[config.mk]
export PLATFORM = sky130hd
export DESIGN_NAME = ppm_cmp
export DESIGN_NICKNAME = d
export VERILOG_FILES = /design/src/sv/ppm_pkg.sv /design/src/sv/ppm_cmp.sv
export SDC_FILE = /design/constraint.sdc
export NUM_CORES = 1
export LEC_CHECK = 0
export BUFFER_PORTS_ARGS = -buffer_cell sky130_fd_sc_hd__buf_2
export CAP_MARGIN = 20
export CELL_PAD_IN_SITES_DETAIL_PLACEMENT = 1
export CELL_PAD_IN_SITES_GLOBAL_PLACEMENT = 1
export CORE_MARGIN = 3
export CORE_UTILIZATION = 55
export DETAILED_ROUTE_END_ITERATION = 16
export PLACE_DENSITY_LB_ADDON = 0.1
export SETUP_SLACK_MARGIN = 0.4
export SLEW_MARGIN = 15
export SYNTH_ARGS = -nofsm -noshare
export SYNTH_HDL_FRONTEND = slang
export SYNTH_SLANG_ARGS = --single-unit
[constraint.sdc]
create_clock -name clk -period 8.99 [get_ports clk]
set_input_delay 0.4495 -clock clk [delete_from_list [all_inputs] [get_ports clk]]
set_output_delay 0.4495 -clock clk [all_outputs]
set_load 0.01 [all_outputs]
[src/sv/ppm_pkg.sv]
// ---------------------------------------------------------------------------
// PPM matcher package
// Shared types and constants of the ppm window adduct pair matcher.
// ---------------------------------------------------------------------------
package ppm_pkg;

	localparam int MASS_W      = 28;
	localparam int PPM_W       = 10;
	localparam int RT_W        = 16;
	localparam int ROWS_W      = 11;
	localparam int ROW_W       = 10;
	localparam int ID_W        = 16;
	localparam int TIME_W      = 24;
	localparam int CFG_W       = 16;
	localparam int CFG_IDX_W   = 2;
	localparam int MAX_RESULTS = 32;
	localparam int RCNT_W      = $clog2(MAX_RESULTS + 1);
	localparam int RIDX_W      = $clog2(MAX_RESULTS);
	localparam int PPM_SCALE   = 1000000;
	localparam int PPM_DEN     = 10 * PPM_SCALE;
	localparam int DEN_W       = $clog2(PPM_DEN + 1);
	localparam int PROD_W      = MASS_W + PPM_W;
	localparam int DPROD_W     = MASS_W + DEN_W;

	typedef enum logic [1:0] {
		OP_LOAD   = 2'd0,
		OP_SINGLE = 2'd1,
		OP_DOUBLE = 2'd2,
		OP_DRAIN  = 2'd3
	} op_t;

	typedef enum logic [CFG_IDX_W-1:0] {
		CFG_PPM  = 2'd0,
		CFG_RT   = 2'd1,
		CFG_ROWS = 2'd2
	} cfg_idx_t;

	typedef enum logic [1:0] {
		CMP_BELOW = 2'd0,
		CMP_IN    = 2'd1,
		CMP_ABOVE = 2'd2
	} cmp_res_t;

	typedef struct packed {
		logic              start;
		logic [MASS_W-1:0] m;
		logic [MASS_W-1:0] x;
		logic [PPM_W-1:0]  ppm;
	} cmp_req_t;

	typedef struct packed {
		logic     done;
		cmp_res_t res;
	} cmp_rsp_t;

	typedef struct packed {
		logic [ROW_W-1:0] row;
		logic             sv;
		logic [ID_W-1:0]  sid;
		logic             dv;
		logic [ID_W-1:0]  did;
	} result_t;

endpackage

[src/sv/ppm_cmp.sv]
// ---------------------------------------------------------------------------
// PPM window compare unit
// Three-stage compare of a sample mass against a row mass with a ppm window.
// ---------------------------------------------------------------------------
module ppm_cmp import ppm_pkg::*; (
	input  logic     clk,
	input  logic     arst_n,
	input  cmp_req_t req,
	output cmp_rsp_t rsp
);

	logic               v_s1, v_s2, v_s3;
	logic [MASS_W-1:0]  d_s1;
	logic [PROD_W-1:0]  p_s1, p_s2;
	logic               up_s1, up_s2;
	logic [DPROD_W-1:0] dd_s2;
	cmp_res_t           res_s3;

	always_ff @(posedge clk or negedge arst_n) begin
		if (!arst_n) begin
			v_s1 <= 1'b0;
			v_s2 <= 1'b0;
			v_s3 <= 1'b0;
		end else begin
			v_s1 <= req.start;
			v_s2 <= v_s1;
			v_s3 <= v_s2;
		end
	end

	// x lies above m + tol exactly when (x - m) * DEN > m * ppm, likewise below
	always_ff @(posedge clk) begin
		up_s1 <= req.x > req.m;
		d_s1  <= (req.x > req.m) ? (req.x - req.m) : (req.m - req.x);
		p_s1  <= PROD_W'(req.m) * PROD_W'(req.ppm);
		up_s2 <= up_s1;
		p_s2  <= p_s1;
		dd_s2 <= DPROD_W'(d_s1) * DPROD_W'(PPM_DEN);
		if (dd_s2 <= DPROD_W'(p_s2)) begin
			res_s3 <= CMP_IN;
		end else if (up_s2) begin
			res_s3 <= CMP_ABOVE;
		end else begin
			res_s3 <= CMP_BELOW;
		end
	end

	assign rsp.done = v_s3;
	assign rsp.res  = res_s3;

endmodule

==> results.py <==
metrics = {
    "clock_tree": {
        "ctsLongestPathBuffers": 2,
        "cts_setup_buffers": 0,
        "clkSinkCount": 156,
        "cts_resized": 0,
        "cts_tree": "yes",
        "htreeDepth": 4,
        "numCtsBuffers": 17,
        "cts-root-buf": "clkbuf_16",
        "clk_latency_ns": 0.46,
        "ctsHoldBuffers": 1,
        "clk_pin_slew_ns": 0.07,
    },
    "floorplanning": {
        "die_x_um": 214,
        "start_util_pct": 56.2,
        "ios": 72,
        "die_area_mm2": 0.0458,
        "row_count": 75,
        "die_h_um": 214,
        "core_mm2": 0.0423,
    },
    "logic_synthesis": {
        "async_flop_share_pct": 1.92,
        "syn_inst": 2644,
        "synth-edff-count": 0,
        "ys_ff_latch": 156,
        "yosys_warnings": 0,
        "ys_types": 71,
        "ys_seq_area_share_pct": 13.2,
        "syn_nets": 3445,
        "syn_area_mm2": 0.0238,
        "synth_ff_type": "dfxtp_1",
        "avgSynthCellArea_um2": 9.00,
    },
    "critical_path": {
        "endpoint_kind": "flip-flop",
        "cp.required_ns": 9.36,
        "critical_path.top_delay_family": "adder cells",
        "crit_slowest_cell": "dfxtp_1",
        "arrival_ns": 6.54,
        "max_stage_delay_ns": 0.59,
        "worst-setup-path-type": "flip-flop to flip-flop",
        "cp_cell_sequence": "ha_1 > ha_1 > inv_1 > fa_1 > inv_1 > fa_1 > fa_1 > inv_1 > fa_1 > inv_1 > ha_1 > and4_1 > a221oi_1 > a21boi_0 > o31a_1 > a221oi_2 > o21ai_1 > a211oi_1 > xnor2_1",
        "crit_fanout": 8,
        "critPathBufInv": 4,
        "worstSetupStartpointType": "flip-flop",
    },
    "timing": {
        "fmax_ghz": 0.162,
        "holdWs_ns": 0.102,
        "rsz0062_at_grt": "false",
        "timing.final.crit_share_pct": 68.6,
        "finalSetupViolCount": 0,
        "period_needed_ns": 6.17,
        "final-hold-violation-count": 0,
        "maxSlewHeadroom_pct": 48.1,
        "slew_violations": 0,
        "worst_pin_slew_ns": 0.772,
        "finClkSkew_ns": 0.0104,
        "fin_tns_setup_ns": 0,
    },
    "grt": {
        "gr-usage-met2_pct": 53.2,
        "antenna_found_initial": 0,
        "overflow": 0,
        "grt_max_degree": 32,
        "track_usage_pct": 30.7,
        "top_usage_layer": "met2",
        "grtUsageMet3_pct": 3.49,
        "grt_pass1_wl_um": 111000,
        "met1_usage_pct": 41.7,
        "grt_pass1_vias": 20400,
    },
    "finish": {
        "multi_input_area_mm2": 0.0180,
        "fillers": 4943,
        "areaGrowthSynthToFinish_pct": 5.53,
        "antenna_cells": 0,
        "mostFrequentLayoutCell": "inv_1",
        "nNetsFinal": 3446,
        "layout-drive-gt1-share_pct": 4.33,
        "final_cell_mix": "inv_1, ha_1, fa_1",
        "regArea_mm2": 0.00314,
    },
    "min_path": {
        "hold_path_class": "primary input to flip-flop",
    },
    "run": {
        "drv_cap": 0,
    },
    "placed_design": {
        "portBuffers": 71,
        "dp_hpwl_um": 57500,
        "routabilityCongestion": 0.934,
    },
    "drt": {
        "wl_per_cell_um": 21.3,
        "drc_errors": 0,
        "vias": 18000,
        "ant_nets": 0,
        "totalWireLength_um": 68900,
        "viasPerCell": 5.58,
        "drt-initial-drc-count": 930,
        "dr.pass1.iters": 5,
    },
    "outcome": {
        "status": "finished clean",
    },
}
[metal layers]
layer | vias up | part of all wire (%)
met2 | 396 | 49
met3 | 86 | 3.9
met5 | - | 0
met1 | 9239 | 45
met4 | 0 | 1.6
li1 | 8319 | -
[through the flow]
stage | instances | util, % | setup slack (ns) | area, um^2
3_3_place_gp | 3202 | 57.9 | 2.69 | 24500
6_report | 3235 | 59.3 | 2.82 | 25100
5_1_grt | 3235 | 59.3 | 2.54 | 25100
4_1_cts | 3235 | 59.3 | 2.86 | 25100
3_5_place_dp | 3202 | 57.9 | 2.52 | 24500
2_1_floorplan | 2644 | - | 3.14 | 23800
[registers in the layout (all words and copies together), names as in the netlist]
name / flops
d_s1: 28
dd_s2: 45
p_s1: 38
p_s2: 38
res_s3: 2
up_s1: 1
up_s2: 1
v_s1: 1
v_s2: 1
v_s3: 1
[final cells by class]
| cell class | count | share of cell area, % |
|---|---|---|
| Tap cell | 577 | 2.87 |
| Multi-Input combinational cell | 1781 | 71.6 |
| Inverter | 616 | 9.22 |
| Clock buffer | 17 | 1.69 |
| Clock inverter | 15 | 0.687 |
| Sequential cell | 156 | 12.5 |
| Timing Repair Buffer | 73 | 1.48 |
[kinds of logic (layout without fill, tap and decap cells)]
kind of cell / count (synthesis) / in the layout / synth area share (%)
AO/OA/AOI/OAI: 388 / 388 / 10.4
XOR/XNOR: 98 / 98 / 3.61
adder cells (fa/ha/maj): 732 / 732 / 49.5
buffers and inverters: 707 / 721 / 11.3
flip-flops: 156 / 156 / 13.2
multiplexers: 9 / 9 / 0.400
AND/OR/NAND/NOR: 554 / 554 / 11.7
[synth_stat cells, types with 8 or more instances]
cell        n  area [um^2]
a21o_1     65          488
a31oi_1    24          150
nor2b_1    12         75.1
ha_1      384         4800
nand2b_1    8         50.1
nand3_1    27          135
and2_1    150          938
buf_2      13         65.1
a211oi_1   11         82.6
nor3_1     18         90.1
clkbuf_1   71          267
fa_1      348         6970
nor4_1      8         50.1
o21ai_0    65          325
o21a_1     14          105
nor2_1     60          225
inv_1     615         2310
o21ai_1     8         40.0
xor2_1     37          324
and3_1     18          113
dfxtp_1   153         3060
nand4_1    25          156
a21oi_1   120          601
o21bai_1   19          143
xnor2_1    61          534
nand2_1   205          769
[worst paths after layout]
kind / to / start / slack (ns) / cells past startpoint
min reg2reg: up_s2$_DFF_P_ / up_s1$_DFF_P_ / 0.33 / 0
max reg2reg: dd_s2[51]$_DFF_P_ / d_s1[17]$_DFF_P_ / 2.82 / 19
max: dd_s2[51]$_DFF_P_ / d_s1[17]$_DFF_P_ / 2.82 / 19
min in group asynchronous: v_s1$_DFF_PN0_ / arst_n / 0.32 / 2
max in group asynchronous: v_s2$_DFF_PN0_ / arst_n / 8.57 / 2
min: v_s1$_DFF_PN0_ / req[66] / 0.10 / 1
Power is left out: the tool's default activity adds up to more than one toggle a clock period on the data nets, which glitch-free logic cannot reach.
